[src/design/gga_pkg.sv]
`timescale 1ns / 1ps
// Shared types and constants for the GGA local time extractor.
// No dependencies; the parser, formatter and top level refer to this package by scoped names.
package gga_pkg;

	typedef struct packed {
		logic [7:0] in_byte;
		logic       first_of_sentence;
	} in_item_t;

	typedef struct packed {
		logic [7:0] out_char;
		logic       last_char;
		logic [1:0] status;
	} out_item_t;

	typedef logic [1:0] status_t;

	localparam status_t ST_OK         = 2'd0;
	localparam status_t ST_BAD_HEADER = 2'd1;
	localparam status_t ST_NO_FIELD   = 2'd2;
	localparam status_t ST_BAD_DIGITS = 2'd3;

	// configuration register indexes
	localparam int CFG_INDEX_W = 2;
	localparam int CFG_DATA_W  = 6;
	localparam logic [CFG_INDEX_W-1:0] REG_OFFSET_HOURS   = 2'd0;
	localparam logic [CFG_INDEX_W-1:0] REG_OFFSET_MINUTES = 2'd1;
	localparam logic [CFG_INDEX_W-1:0] REG_FIELD_INDEX    = 2'd2;

	localparam logic [4:0] OFFSET_HOURS_RST   = 5'd5;
	localparam logic [5:0] OFFSET_MINUTES_RST = 6'd30;
	localparam logic [3:0] FIELD_INDEX_RST    = 4'd1;

	localparam logic [7:0] CHAR_NUL   = 8'h00;
	localparam logic [7:0] CHAR_COMMA = 8'h2C;
	localparam logic [7:0] CHAR_ZERO  = 8'h30;
	localparam logic [7:0] CHAR_NINE  = 8'h39;
	localparam logic [7:0] CHAR_COLON = 8'h3A;

	localparam logic [2:0] HDR_LEN = 3'd5;

	// one unit of work handed from the parser to the formatter
	typedef struct packed {
		logic            is_err;
		status_t         status;
		logic [5:0][3:0] digits;
	} job_t;

	// expected header text "GPGGA"
	function automatic logic [7:0] hdr_char(input logic [2:0] pos);
		logic [7:0] c;
		begin
			unique case (pos)
				3'd0: c = 8'h47;
				3'd1: c = 8'h50;
				3'd2: c = 8'h47;
				3'd3: c = 8'h47;
				3'd4: c = 8'h41;
				default: c = CHAR_NUL;
			endcase
			return c;
		end
	endfunction

endpackage

[src/design/gga_fifo.sv]
`timescale 1ns / 1ps
// Small register queue that holds parsed jobs between parser and formatter.
// Generic in width and depth; depends on nothing else.
module gga_fifo #(
	parameter int WIDTH = 8,
	parameter int DEPTH = 2
) (
	input  logic             clk,
	input  logic             arst_n,
	input  logic             wr_en,
	input  logic [WIDTH-1:0] wdata,
	input  logic             rd_en,
	output logic [WIDTH-1:0] rdata,
	output logic             full,
	output logic             empty
);

	localparam int PW = (DEPTH > 1) ? $clog2(DEPTH) : 1;
	localparam int CW = $clog2(DEPTH + 1);

	logic [WIDTH-1:0] mem_q [DEPTH];
	logic [PW-1:0]    wr_ptr_q;
	logic [PW-1:0]    rd_ptr_q;
	logic [CW-1:0]    count_q;
	logic             do_wr;
	logic             do_rd;

	assign full  = (count_q == CW'(DEPTH));
	assign empty = (count_q == '0);
	assign do_wr = wr_en && !full;
	assign do_rd = rd_en && !empty;
	assign rdata = mem_q[rd_ptr_q];

	always_ff @(posedge clk or negedge arst_n) begin
		if (!arst_n) begin
			wr_ptr_q <= '0;
			rd_ptr_q <= '0;
			count_q  <= '0;
		end else begin
			if (do_wr) begin
				wr_ptr_q <= (wr_ptr_q == PW'(DEPTH - 1)) ? '0 : wr_ptr_q + 1'b1;
			end
			if (do_rd) begin
				rd_ptr_q <= (rd_ptr_q == PW'(DEPTH - 1)) ? '0 : rd_ptr_q + 1'b1;
			end
			if (do_wr && !do_rd) begin
				count_q <= count_q + 1'b1;
			end else if (do_rd && !do_wr) begin
				count_q <= count_q - 1'b1;
			end
		end
	end

	always_ff @(posedge clk) begin
		if (do_wr) begin
			mem_q[wr_ptr_q] <= wdata;
		end
	end

endmodule

[src/design/gga_front.sv]
`timescale 1ns / 1ps
// Sentence parser: checks the header, counts commas and captures the time digits.
// Emits one job per finished sentence. Depends on gga_pkg.
module gga_front #(
	parameter int MAX_FIELD_INDEX = 15
) (
	input  logic              clk,
	input  logic              arst_n,
	input  logic              accept,
	input  gga_pkg::in_item_t item,
	input  logic [3:0]        field_index,
	output logic              job_valid,
	output gga_pkg::job_t     job
);

	localparam int CW = $clog2(MAX_FIELD_INDEX + 1);
	localparam int LW = (CW > 4) ? CW : 4;

	typedef enum logic [1:0] {
		PH_HEADER,
		PH_COMMAS,
		PH_FIELD,
		PH_DONE
	} phase_t;

	phase_t          phase_q, phase_n, phase_e;
	logic [2:0]      hpos_q, hpos_n, hpos_e;
	logic [CW-1:0]   comma_q, comma_n, comma_e;
	logic [2:0]      dcnt_q, dcnt_n, dcnt_e;
	logic [5:0][3:0] digits_q;
	logic            digit_we;
	logic [LW-1:0]   idx_w;
	logic [CW-1:0]   limit;
	logic [CW:0]     comma_inc;
	logic [7:0]      b;
	logic            is_digit;

	// clamp the configured index to the supported maximum
	always_comb begin
		idx_w = LW'(field_index);
		if (idx_w > LW'(MAX_FIELD_INDEX)) begin
			limit = CW'(MAX_FIELD_INDEX);
		end else begin
			limit = CW'(idx_w);
		end
	end

	assign b         = item.in_byte;
	assign is_digit  = (b >= gga_pkg::CHAR_ZERO) && (b <= gga_pkg::CHAR_NINE);
	assign comma_inc = {1'b0, comma_e} + 1'b1;

	always_comb begin
		// a sentence start restarts parsing with this byte
		if (item.first_of_sentence) begin
			phase_e = PH_HEADER;
			hpos_e  = '0;
			comma_e = '0;
			dcnt_e  = '0;
		end else begin
			phase_e = phase_q;
			hpos_e  = hpos_q;
			comma_e = comma_q;
			dcnt_e  = dcnt_q;
		end
	end

	always_comb begin
		phase_n    = phase_e;
		hpos_n     = hpos_e;
		comma_n    = comma_e;
		dcnt_n     = dcnt_e;
		digit_we   = 1'b0;
		job_valid  = 1'b0;
		job.is_err = 1'b1;
		job.status = gga_pkg::ST_OK;
		job.digits = digits_q;
		if (accept) begin
			unique case (phase_e)
				PH_HEADER: begin
					if (hpos_e >= gga_pkg::HDR_LEN || b != gga_pkg::hdr_char(hpos_e)) begin
						job_valid  = 1'b1;
						job.status = gga_pkg::ST_BAD_HEADER;
						phase_n    = PH_DONE;
					end else begin
						hpos_n = hpos_e + 1'b1;
						if (hpos_n == gga_pkg::HDR_LEN) begin
							if (limit == '0) begin
								job_valid  = 1'b1;
								job.status = gga_pkg::ST_BAD_DIGITS;
								phase_n    = PH_DONE;
							end else begin
								phase_n = PH_COMMAS;
							end
						end
					end
				end
				PH_COMMAS: begin
					if (b == gga_pkg::CHAR_NUL) begin
						job_valid  = 1'b1;
						job.status = gga_pkg::ST_NO_FIELD;
						phase_n    = PH_DONE;
					end else if (b == gga_pkg::CHAR_COMMA) begin
						comma_n = CW'(comma_inc);
						if (comma_inc >= {1'b0, limit}) begin
							phase_n = PH_FIELD;
							dcnt_n  = '0;
						end
					end
				end
				PH_FIELD: begin
					if (b == gga_pkg::CHAR_NUL) begin
						job_valid  = 1'b1;
						job.status = gga_pkg::ST_NO_FIELD;
						phase_n    = PH_DONE;
					end else if (b == gga_pkg::CHAR_COMMA) begin
						job_valid = 1'b1;
						phase_n   = PH_DONE;
						if (dcnt_e < 3'd6) begin
							job.status = gga_pkg::ST_BAD_DIGITS;
						end else begin
							job.is_err = 1'b0;
						end
					end else if (dcnt_e < 3'd6) begin
						if (!is_digit) begin
							job_valid  = 1'b1;
							job.status = gga_pkg::ST_BAD_DIGITS;
							phase_n    = PH_DONE;
						end else begin
							digit_we = 1'b1;
							dcnt_n   = dcnt_e + 1'b1;
						end
					end
				end
				PH_DONE: begin
					// drop bytes until the next sentence start
				end
				default: begin
					phase_n = PH_DONE;
				end
			endcase
		end
	end

	always_ff @(posedge clk or negedge arst_n) begin
		if (!arst_n) begin
			phase_q <= PH_HEADER;
			hpos_q  <= '0;
			comma_q <= '0;
			dcnt_q  <= '0;
		end else if (accept) begin
			phase_q <= phase_n;
			hpos_q  <= hpos_n;
			comma_q <= comma_n;
			dcnt_q  <= dcnt_n;
		end
	end

	always_ff @(posedge clk) begin
		if (digit_we) begin
			digits_q[dcnt_e] <= b[3:0];
		end
	end

endmodule

[src/design/gga_back.sv]
`timescale 1ns / 1ps
// Formatter: applies the local offset to a parsed time and streams hh:mm:ss,
// or a single error result. Holds the output register. Depends on gga_pkg.
module gga_back (
	input  logic               clk,
	input  logic               arst_n,
	input  logic               job_present,
	input  gga_pkg::job_t      job,
	output logic               job_take,
	input  logic [4:0]         offset_hours,
	input  logic [5:0]         offset_minutes,
	input  logic               out_pop,
	output logic               out_valid,
	output gga_pkg::out_item_t result
);

	// tens and ones of a value below 64
	function automatic logic [7:0] split10(input logic [5:0] v);
		logic [3:0] t;
		logic [5:0] r;
		begin
			priority if (v >= 6'd60) t = 4'd6;
			else if (v >= 6'd50) t = 4'd5;
			else if (v >= 6'd40) t = 4'd4;
			else if (v >= 6'd30) t = 4'd3;
			else if (v >= 6'd20) t = 4'd2;
			else if (v >= 6'd10) t = 4'd1;
			else t = 4'd0;
			r = v - ({2'b00, t} << 3) - ({2'b00, t} << 1);
			return {t, r[3:0]};
		end
	endfunction

	gga_pkg::job_t      job_s1;
	logic               valid_s1;
	logic               run_valid_q;
	logic               run_err_q;
	gga_pkg::status_t   run_status_q;
	logic [7:0]         chars_q [8];
	logic [2:0]         idx_q;
	logic               out_valid_q;
	gga_pkg::out_item_t result_q;

	logic       emit_go;
	logic       run_done;
	logic       load_run;
	logic [6:0] uh;
	logic [6:0] um;
	logic [7:0] t;
	logic [1:0] carry;
	logic [5:0] mm;
	logic [7:0] hsum;
	logic [7:0] hmod;
	logic [7:0] hs;
	logic [7:0] ms;
	logic [7:0] chars_n [8];

	assign emit_go  = run_valid_q && (!out_valid_q || out_pop);
	assign run_done = emit_go && (run_err_q || idx_q == 3'd7);
	assign load_run = valid_s1 && (!run_valid_q || run_done);
	assign job_take = job_present && (!valid_s1 || load_run);

	// offset arithmetic on the staged job
	always_comb begin
		uh = ({3'b000, job_s1.digits[0]} << 3) + ({3'b000, job_s1.digits[0]} << 1)
			+ {3'b000, job_s1.digits[1]};
		um = ({3'b000, job_s1.digits[2]} << 3) + ({3'b000, job_s1.digits[2]} << 1)
			+ {3'b000, job_s1.digits[3]};
		t  = {1'b0, um} + {2'b00, offset_minutes};
		priority if (t >= 8'd120) carry = 2'd2;
		else if (t >= 8'd60) carry = 2'd1;
		else carry = 2'd0;
		unique case (carry)
			2'd2: mm = 6'(t - 8'd120);
			2'd1: mm = 6'(t - 8'd60);
			default: mm = 6'(t);
		endcase
		hsum = {1'b0, uh} + {3'b000, offset_hours} + {6'b000000, carry};
		priority if (hsum >= 8'd120) hmod = hsum - 8'd120;
		else if (hsum >= 8'd96) hmod = hsum - 8'd96;
		else if (hsum >= 8'd72) hmod = hsum - 8'd72;
		else if (hsum >= 8'd48) hmod = hsum - 8'd48;
		else if (hsum >= 8'd24) hmod = hsum - 8'd24;
		else hmod = hsum;
		hs = split10(hmod[5:0]);
		ms = split10(mm);
		chars_n[0] = gga_pkg::CHAR_ZERO | {4'h0, hs[7:4]};
		chars_n[1] = gga_pkg::CHAR_ZERO | {4'h0, hs[3:0]};
		chars_n[2] = gga_pkg::CHAR_COLON;
		chars_n[3] = gga_pkg::CHAR_ZERO | {4'h0, ms[7:4]};
		chars_n[4] = gga_pkg::CHAR_ZERO | {4'h0, ms[3:0]};
		chars_n[5] = gga_pkg::CHAR_COLON;
		chars_n[6] = gga_pkg::CHAR_ZERO | {4'h0, job_s1.digits[4]};
		chars_n[7] = gga_pkg::CHAR_ZERO | {4'h0, job_s1.digits[5]};
	end

	always_ff @(posedge clk or negedge arst_n) begin
		if (!arst_n) begin
			valid_s1    <= 1'b0;
			run_valid_q <= 1'b0;
			idx_q       <= '0;
			out_valid_q <= 1'b0;
		end else begin
			if (job_take) begin
				valid_s1 <= 1'b1;
			end else if (load_run) begin
				valid_s1 <= 1'b0;
			end
			if (load_run) begin
				run_valid_q <= 1'b1;
				idx_q       <= '0;
			end else if (run_done) begin
				run_valid_q <= 1'b0;
			end else if (emit_go) begin
				idx_q <= idx_q + 1'b1;
			end
			if (emit_go) begin
				out_valid_q <= 1'b1;
			end else if (out_pop) begin
				out_valid_q <= 1'b0;
			end
		end
	end

	always_ff @(posedge clk) begin
		if (job_take) begin
			job_s1 <= job;
		end
		if (load_run) begin
			run_err_q    <= job_s1.is_err;
			run_status_q <= job_s1.status;
			chars_q      <= chars_n;
		end
		if (emit_go) begin
			result_q.out_char  <= run_err_q ? gga_pkg::CHAR_NUL : chars_q[idx_q];
			result_q.last_char <= run_err_q || (idx_q == 3'd7);
			result_q.status    <= run_err_q ? run_status_q : gga_pkg::ST_OK;
		end
	end

	assign out_valid = out_valid_q;
	assign result    = result_q;

endmodule

[src/design/gga_utc_to_local_time.sv]
`timescale 1ns / 1ps
// Top level of the GGA local time extractor: config registers, parser, job queue
// and formatter. Depends on gga_pkg, gga_front, gga_fifo and gga_back.
//
//   channel  | direction | handshake            | payload
//   ---------+-----------+----------------------+---------------------------------
//   input    | in        | push / full          | item   (in_byte, first_of_sentence)
//   result   | out       | pop / empty          | result (out_char, last_char, status)
//   config   | in        | cfg_wr_en            | cfg_index, cfg_wdata
//
// The parser takes one byte per cycle while full is low. A sentence that ends in error
// gives one result; a good time field gives eight formatter results, one per cycle
// while pop keeps up. Finished jobs wait in a JOB_DEPTH entry queue; full rises only
// while that queue is full, i.e. while the formatter is still streaming earlier jobs
// or pop is low. Jobs pass the queue, staging, run and output registers.
// Reset clears all control state; no clearing pass is needed.
module gga_utc_to_local_time #(
	parameter int MAX_FIELD_INDEX = 15,
	parameter int JOB_DEPTH       = 2
) (
	input  logic                                clk,
	input  logic                                arst_n,
	input  logic                                push,
	output logic                                full,
	input  gga_pkg::in_item_t                   item,
	output logic                                empty,
	input  logic                                pop,
	output gga_pkg::out_item_t                  result,
	input  logic                                cfg_wr_en,
	input  logic [gga_pkg::CFG_INDEX_W-1:0]     cfg_index,
	input  logic [gga_pkg::CFG_DATA_W-1:0]      cfg_wdata
);

	localparam int JOB_W = $bits(gga_pkg::job_t);

	logic [4:0]    offset_hours_q;
	logic [5:0]    offset_minutes_q;
	logic [3:0]    field_index_q;
	logic          accept;
	logic          job_valid;
	gga_pkg::job_t job_in;
	gga_pkg::job_t job_out;
	logic          fifo_full;
	logic          fifo_empty;
	logic          job_take;
	logic          out_valid;

	always_ff @(posedge clk or negedge arst_n) begin
		if (!arst_n) begin
			offset_hours_q   <= gga_pkg::OFFSET_HOURS_RST;
			offset_minutes_q <= gga_pkg::OFFSET_MINUTES_RST;
			field_index_q    <= gga_pkg::FIELD_INDEX_RST;
		end else if (cfg_wr_en) begin
			unique case (cfg_index)
				gga_pkg::REG_OFFSET_HOURS:   offset_hours_q   <= cfg_wdata[4:0];
				gga_pkg::REG_OFFSET_MINUTES: offset_minutes_q <= cfg_wdata[5:0];
				gga_pkg::REG_FIELD_INDEX:    field_index_q    <= cfg_wdata[3:0];
				default: begin
					// unused index: drop the write
				end
			endcase
		end
	end

	assign full   = fifo_full;
	assign accept = push && !fifo_full;
	assign empty  = !out_valid;

	gga_front #(
		.MAX_FIELD_INDEX(MAX_FIELD_INDEX)
	) u_front (
		.clk        (clk),
		.arst_n     (arst_n),
		.accept     (accept),
		.item       (item),
		.field_index(field_index_q),
		.job_valid  (job_valid),
		.job        (job_in)
	);

	gga_fifo #(
		.WIDTH(JOB_W),
		.DEPTH(JOB_DEPTH)
	) u_fifo (
		.clk   (clk),
		.arst_n(arst_n),
		.wr_en (job_valid),
		.wdata (job_in),
		.rd_en (job_take),
		.rdata (job_out),
		.full  (fifo_full),
		.empty (fifo_empty)
	);

	gga_back u_back (
		.clk           (clk),
		.arst_n        (arst_n),
		.job_present   (!fifo_empty),
		.job           (job_out),
		.job_take      (job_take),
		.offset_hours  (offset_hours_q),
		.offset_minutes(offset_minutes_q),
		.out_pop       (pop && out_valid),
		.out_valid     (out_valid),
		.result        (result)
	);

	// a job is only produced for an accepted byte, so it always finds room
	a_job_fits: assert property (@(posedge clk) disable iff (!arst_n)
		job_valid |-> !fifo_full && accept)
		else $error("job produced while queue full or without an accepted byte");

	// error results are single, zero-character transactions
	a_err_shape: assert property (@(posedge clk) disable iff (!arst_n)
		(!empty && result.status != gga_pkg::ST_OK) |->
			(result.last_char && result.out_char == gga_pkg::CHAR_NUL))
		else $error("malformed error result");

	// the final character of a good time is a seconds digit
	a_last_digit: assert property (@(posedge clk) disable iff (!arst_n)
		(!empty && result.status == gga_pkg::ST_OK && result.last_char) |->
			(result.out_char >= gga_pkg::CHAR_ZERO && result.out_char <= gga_pkg::CHAR_NINE))
		else $error("last time character is not a digit");

	// the formatter only pulls a job that the queue holds
	a_take_has_job: assert property (@(posedge clk) disable iff (!arst_n)
		job_take |-> !fifo_empty)
		else $error("formatter took a job from an empty queue");

endmodule
[config.mk]
export PLATFORM = sky130hd
export DESIGN_NAME = gga_utc_to_local_time
export DESIGN_NICKNAME = d
export VERILOG_FILES = /design/src/design/gga_pkg.sv /design/src/design/gga_fifo.sv /design/src/design/gga_front.sv /design/src/design/gga_back.sv /design/src/design/gga_utc_to_local_time.sv
export SDC_FILE = /design/constraint.sdc
export NUM_CORES = 1
export LEC_CHECK = 0
export BUFFER_PORTS_ARGS = -buffer_cell sky130_fd_sc_hd__buf_4
export CAP_MARGIN = 20
export CORE_MARGIN = 1
export CORE_UTILIZATION = 31
export CTS_CLUSTER_SIZE = 10
export DETAILED_ROUTE_END_ITERATION = 10
export GPL_ROUTABILITY_DRIVEN = 0
export GPL_TIMING_DRIVEN = 1
export HOLD_SLACK_MARGIN = 0.1
export PLACE_DENSITY = 0.42
export REMOVE_ABC_BUFFERS = 1
export SLEW_MARGIN = 20
export SYNTH_ARGS = -nofsm -noshare
export SYNTH_HDL_FRONTEND = slang
export SYNTH_SLANG_ARGS = --single-unit
[constraint.sdc]
create_clock -name clk -period 10.3 [get_ports clk]
set_input_delay 0.515 -clock clk [delete_from_list [all_inputs] [get_ports clk]]
set_output_delay 0.515 -clock clk [all_outputs]
set_load 0.02 [all_outputs]
# After elaboration in Yosys (flattened, before gate mapping)
# Memory sizes are Yosys's and may differ from the RTL's. A register that Yosys moved wholly into a read port is not among the register bits.
# Cells that the tools add are included.
# classes
n_addsub	26
order_cmp	28
n_eq_ne	16
n_mux	104
bitwise_logic	1
reduce_logical	40
# op_table
operator	count
4-bit two-way mux	16
2-bit two-way mux	23
3-bit two-way mux	15
6-bit >= comparator (second input constant)	6
8-bit by 7-bit >= comparator with 1-bit output (second input constant)	4
1-bit two-way mux	32
8-bit two-way mux	4
6-bit two-way mux	5
6-bit subtractor (second input constant)	5
8-bit binary-select mux with 3-bit select	1
24-bit bitwise mux	1
6-bit by 5-bit >= comparator with 1-bit output (second input constant)	4
8-bit by 6-bit >= comparator with 1-bit output (second input constant)	3
7-bit one-hot mux with 3 select lines	1
4-bit subtractor	4
7-bit by 4-bit adder with 7-bit output	2
7-bit by 5-bit adder with 7-bit output	2
4-bit demux with 3-bit select	1
6-bit by 4-bit >= comparator with 1-bit output (second input constant)	2
1-bit logical AND	12
2-bit one-hot mux with 3 select lines	2
6-bit one-hot mux with 2 select lines	1
2-bit nonzero test	5
3-bit by 1-bit adder with 3-bit output (second input constant)	3
other kinds (37)	61
# word_totals
ff_bits	99
ramBits	54
inputBits	22
out_inout_bits	13
wordCells	247
memories	1
# memory_table
name	words	width	read_ports	rd_clocked_by_memory_dff	write_ports	line	text
u_fifo.mem_q	2	27	1	1	1	gga_fifo.sv:21	logic [WIDTH-1:0] mem_q [DEPTH];

# Logic depth before layout (Yosys ltp)
# depth
depth_word	22
mapped_depth	36
ltp_nobuf	34

# Hierarchy
# A second synthesis with hierarchy kept.
# hier_totals
hier_cells	748
area_unflattened_um2	9497.9
# by_module_without_submodules
module	instances	cells_each	area_per_inst_um2	seq_area_each_um2
gga_back	1	393	4475.5	1951.9
gga_fifo	1	103	2244.7	1721.7
gga_front	1	215	2167.1	1021.0
gga_utc_to_local_time	1	37	610.6	384.1

# Worst setup path after synthesis
# OpenSTA, ideal clock, no wires.
# synth_path
kind	flip-flop to flip-flop
from	reg u_back.job_s1[8] (netlist name)
to	reg u_back.chars_q[51] in the netlist's numbering (data pin)
setup_time_ns	0.263
arrival_time_ns	7.033
required_ns	10.037
path_slack_ns	3.004
path_stages_with_launch	32
path_buffers	1
period_less_slack_ns	7.296
cell_sequence	edfxtp_1 -> fa_1 -> inv_1 -> fa_1 -> xnor2_1 -> ha_1 -> clkbuf_1 -> a211o_1 -> a311oi_1 -> a311oi_1 -> or3b_4 -> and2_1 -> inv_1 -> fa_1 -> ha_1 -> a211o_1 -> and2_1 -> xor2_1 -> ha_1 -> nand2_1 -> o211ai_1 -> a311oi_1 -> inv_1 -> o221a_2 -> nor3_2 -> nor2_1 -> o21ai_0 -> nand2_1 -> ha_1 -> inv_1 -> a311oi_1 -> xnor2_1
# synth_rtl
element	line	text
to (signal assigned)	gga_back.sv:132	chars_q <= chars_n;
to (decl)	gga_back.sv:39	logic [7:0] chars_q [8];

==> reports/summary.json <==
{
  "result_of_the_run": {"value": "completed"},
  "crit_path_max_fanout": {"value": 12},
  "globalRouteTotalUtil": {"value": 13.0, "unit": "%"},
  "ctsHtreeMaxLevel": {"value": 4},
  "clock_pin_slew_on_the_worst_setup_and_hold_paths": {"value": 0.07, "unit": "ns"},
  "chipHeight": {"value": 175, "unit": "um"},
  "critical-path-slowest-cell": {"value": "sky130_fd_sc_hd__mux2i_1"},
  "worstMarginPinSlew": {"value": 1.09, "unit": "ns"},
  "critical_setup_path_class": {"value": "register to register"},
  "nature_of_the_critical_path_startpoint": {"value": "register"},
  "synth_top_area_share": {"value": 44.9, "unit": "%"},
  "layout-area-overhead-vs-synth": {"value": 13.1, "unit": "%"},
  "io_buffers": {"value": 32},
  "slew_limit_fails": {"value": 0},
  "drtAntennaViolNets": {"value": 0},
  "cts.root.buffer_cell": {"value": "sky130_fd_sc_hd__clkbuf_16"},
  "path_common_cell": {"value": "sky130_fd_sc_hd__inv_1"},
  "slowest_delay": {"value": 0.65, "unit": "ns"},
  "nets": {"value": 873},
  "post_cts_buffers": {"value": 0},
  "grt_max_degree": {"value": 38},
  "finalSetupViolCount": {"value": 0},
  "drive_above_1_share": {"value": 17.8, "unit": "%"},
  "number_of_enable_flip_flop_cells_after_synthesis": {"value": 138},
  "clkSinkCount": {"value": 175},
  "antenna_found_initial": {"value": 0},
  "detail_route.iter0.violations": {"value": 311},
  "layoutNonFillerInstCount": {"value": 1182},
  "drt_drc_violations_left": {"value": 0},
  "yosys_warnings": {"value": 0},
  "globalRoute.totalOverflow": {"value": 0},
  "slew_headroom": {"value": 27.2, "unit": "%"},
  "count_of_antenna_diodes_in_the_layout": {"value": 0},
  "length_in_cells_of_the_worst_reg_to_reg_path": {"value": 31},
  "report.final.hold_viol_count": {"value": 0},
  "die_w": {"value": 175, "unit": "um"},
  "fin_hold_ws": {"value": 0.337, "unit": "ns"},
  "place_hpwl": {"value": 13800, "unit": "um"},
  "finalWirelength": {"value": 18900, "unit": "um"},
  "grt_pass1_wl": {"value": 31200, "unit": "um"},
  "ios": {"value": 35},
  "routed-via-count": {"value": 5754},
  "clkLatencyLatePin": {"value": 0.42, "unit": "ns"},
  "start_util": {"value": 31.8, "unit": "%"},
  "grt_setup_unrepaired": {"value": "false"},
  "tritoncts.num_buffers": {"value": 17},
  "finalWorstPathRequiredPeriod": {"value": 8.37, "unit": "ns"},
  "syn-cell-area": {"value": 0.00924, "unit": "mm2"},
  "post-place-cells": {"value": 1149},
  "layout_worst_path_cycle_share": {"value": 81.2, "unit": "%"},
  "post_synth_main_area_contributors": {"value": "sky130_fd_sc_hd__edfxtp_1, sky130_fd_sc_hd__dfrtp_1, sky130_fd_sc_hd__ha_1"},
  "seq_area_frac_synth": {"value": 55.0, "unit": "%"},
  "number_of_buffers_on_the_longest_clock_path": {"value": 2},
  "max_freq": {"value": 120, "unit": "MHz"},
  "timing.critical_path.to_type": {"value": "register"},
  "wl_per_cell": {"value": 16.0, "unit": "um"},
  "asyncSetResetFlopFracSynth": {"value": 21.1, "unit": "%"},
  "fin_tns_setup": {"value": 0, "unit": "ns"},
  "cell_type_with_the_largest_total_area_after_synthesis": {"value": "sky130_fd_sc_hd__edfxtp_1"},
  "tritoncts": {"value": "yes"},
  "viasPerCell": {"value": 4.87},
  "synth-seq-cells": {"value": 175},
  "synthesized_instance_count": {"value": 750},
  "placement_rows": {"value": 62},
  "floorplan.core_area": {"value": 0.0290, "unit": "mm2"},
  "worstHoldPathCells": {"value": 2},
  "synthDistinctLibCells": {"value": 79},
  "post_synth.cell_area_avg": {"value": 12.3, "unit": "um2"},
  "finClkSkew": {"value": 0.0146, "unit": "ns"},
  "timing.hold.worst.class": {"value": "primary input to register"},
  "timing.max_cap.violations": {"value": 0},
  "cp.required": {"value": 10.46, "unit": "ns"},
  "detailedRoute.firstPassIterationCount": {"value": 4},
  "grt_pass1_vias": {"value": 6021},
  "worst-endpoint-arrival": {"value": 8.53, "unit": "ns"},
  "synthFlopType": {"value": "sky130_fd_sc_hd__edfxtp_1"},
  "fp.dieArea": {"value": 0.0305, "unit": "mm2"}
}
## per-layer routing
| layer | GRT usage, % | part of all wire [%] | vias up |
|---|---|---|---|
| li1 | - | - | 2841 |
| met1 | 16.0 | 46 | 2820 |
| met3 | 2.00 | 2.2 | 18 |
| met2 | 23.2 | 50 | 75 |
| met4 | 4.09 | 1.7 | 0 |
| met5 | 0 | 0 | - |
## final timing paths
check | to | start | slack (ns)
min | offset_minutes_q[5] | cfg_wdata[5] | 0.34
max reg2reg | u_back.chars_q[51] | u_back.job_s1[8] | 1.93
min reg2reg | u_back.chars_q[1] | u_back.chars_n[1] | 0.42
min in group asynchronous | u_fifo.rd_ptr_q | arst_n | 0.62
max in group asynchronous | offset_minutes_q[1] | arst_n | 9.26
max | u_back.chars_q[51] | u_back.job_s1[8] | 1.93
## cell usage after synthesis, types with 3 or more instances
| cell | instances |
|---|---|
| sky130_fd_sc_hd__ha_1 | 58 |
| sky130_fd_sc_hd__a21o_1 | 5 |
| sky130_fd_sc_hd__nand3b_1 | 6 |
| sky130_fd_sc_hd__xor2_1 | 12 |
| sky130_fd_sc_hd__edfxtp_1 | 138 |
| sky130_fd_sc_hd__mux2i_1 | 10 |
| sky130_fd_sc_hd__a221oi_1 | 3 |
| sky130_fd_sc_hd__a211o_1 | 5 |
| sky130_fd_sc_hd__buf_4 | 3 |
| sky130_fd_sc_hd__a22o_1 | 3 |
| sky130_fd_sc_hd__nor2_1 | 48 |
| sky130_fd_sc_hd__mux2_2 | 46 |
| sky130_fd_sc_hd__nand3_1 | 12 |
| sky130_fd_sc_hd__inv_1 | 54 |
| sky130_fd_sc_hd__buf_2 | 3 |
| sky130_fd_sc_hd__a31oi_1 | 9 |
| sky130_fd_sc_hd__a311oi_1 | 10 |
| sky130_fd_sc_hd__nand4_1 | 6 |
| sky130_fd_sc_hd__clkbuf_1 | 15 |
| sky130_fd_sc_hd__xnor2_1 | 21 |
| sky130_fd_sc_hd__or2_1 | 3 |
| sky130_fd_sc_hd__and3_1 | 3 |
| sky130_fd_sc_hd__nor2b_1 | 9 |
| sky130_fd_sc_hd__and2_1 | 9 |
| sky130_fd_sc_hd__fa_1 | 8 |
| sky130_fd_sc_hd__a41oi_1 | 3 |
| sky130_fd_sc_hd__nor4b_1 | 3 |
| sky130_fd_sc_hd__nor3_1 | 11 |
| sky130_fd_sc_hd__nand2b_1 | 10 |
| sky130_fd_sc_hd__o22ai_1 | 3 |
| sky130_fd_sc_hd__o211ai_1 | 6 |
| sky130_fd_sc_hd__nor4_1 | 3 |
| sky130_fd_sc_hd__o21bai_1 | 5 |
| sky130_fd_sc_hd__nand2_1 | 45 |
| sky130_fd_sc_hd__a211oi_1 | 8 |
| sky130_fd_sc_hd__dfrtp_1 | 30 |
| sky130_fd_sc_hd__a21oi_1 | 40 |
| sky130_fd_sc_hd__nor3b_1 | 5 |
| sky130_fd_sc_hd__o21ai_0 | 25 |
| sky130_fd_sc_hd__dfstp_2 | 7 |
## state kept, by name (all words and copies together), names as in the netlist
name,cells
u_fifo.mem_q,54
u_front.job,24
u_back.chars_q,22
u_back.job_s1,19
u_back.chars_n,8
u_back.result,8
offset_minutes_q,6
offset_hours_q,5
field_index_q,4
u_front.comma_q,4
u_back.idx_q,3
u_front.dcnt_q,3
u_front.hpos_q,3
u_back.run_status_q,2
u_fifo.count_q,2
u_front.phase_q,2
u_back.out_valid,1
u_back.run_err_q,1
u_back.run_valid_q,1
u_back.valid_s1,1
u_fifo.rd_ptr_q,1
u_fifo.wr_ptr_q,1
## cell families after synthesis
family | share of synthesized area (%)
other | 0.0406
AND/OR/NAND/NOR | 10.5
flip-flops | 55.0
buffers and inverters | 3.29
multiplexers | 6.69
AO/OA/AOI/OAI | 11.5
adder cells (fa/ha/maj) | 9.59
XOR/XNOR | 3.48
## final cells by class
| cell class | instances | area (um2) |
|---|---|---|
| tap | 384 | 480 |
| timing repair buffer | 37 | 280 |
| inverter | 55 | 206 |
| clock inverter | 13 | 104 |
| fill | 2849 | 18600 |
| multi-input combinational | 499 | 3860 |
| clock buffer | 19 | 433 |
| sequential | 175 | 5080 |
## worst max-delay path, delay by kind of cell (launching register included)
kind | cells | cell delay, ns
compound gates | 7 | 1.94
xor+xnor | 3 | 0.55
fa+ha+maj | 8 | 3.27
buf+inv | 6 | 0.42
flops | 1 | 0.44
mux | 1 | 0.65
simple gates | 6 | 0.83
## layout by cell type (no fill, tap or decap), drive strengths merged, types with 6 or more instances in the layout
| cell | Yosys | layout |
|---|---|---|
| a211oi | 8 | 8 |
| a21o | 6 | 6 |
| a21oi | 41 | 41 |
| a311oi | 10 | 10 |
| a31oi | 10 | 10 |
| and2 | 9 | 9 |
| buf | 7 | 36 |
| clkbuf | 15 | 19 |
| dfrtp | 30 | 30 |
| dfstp | 7 | 7 |
| edfxtp | 138 | 138 |
| fa | 8 | 8 |
| ha | 58 | 58 |
| inv | 55 | 61 |
| mux2 | 46 | 46 |
| mux2i | 10 | 10 |
| nand2 | 45 | 45 |
| nand2b | 11 | 11 |
| nand3 | 12 | 12 |
| nand3b | 6 | 6 |
| nand4 | 6 | 6 |
| nor2 | 48 | 48 |
| nor2b | 10 | 10 |
| nor3 | 12 | 12 |
| nor3b | 6 | 6 |
| o211ai | 7 | 7 |
| o21ai | 27 | 27 |
| xnor2 | 23 | 23 |
| xor2 | 12 | 12 |
## per-stage QoR
stage | util (%) | cell area, um2 | worst slack, ns
global route | 36.0 | 10400 | 1.31
global placement | 34.1 | 9900 | 2.36
CTS | 36.0 | 10400 | 1.94
detailed placement | 34.1 | 9900 | 1.98
floorplan | - | 9150 | 2.87
finish | 36.0 | 10400 | 1.93
## timing repair
action | 4_1_cts | 5_1_grt
hold buffers | 1 | 0
resized for setup | 0 | 0
hold endpoints to repair | 8 | 0
Power is not shown: default switching activity piles up to over one toggle a cycle in this logic, so the estimate is an artifact.
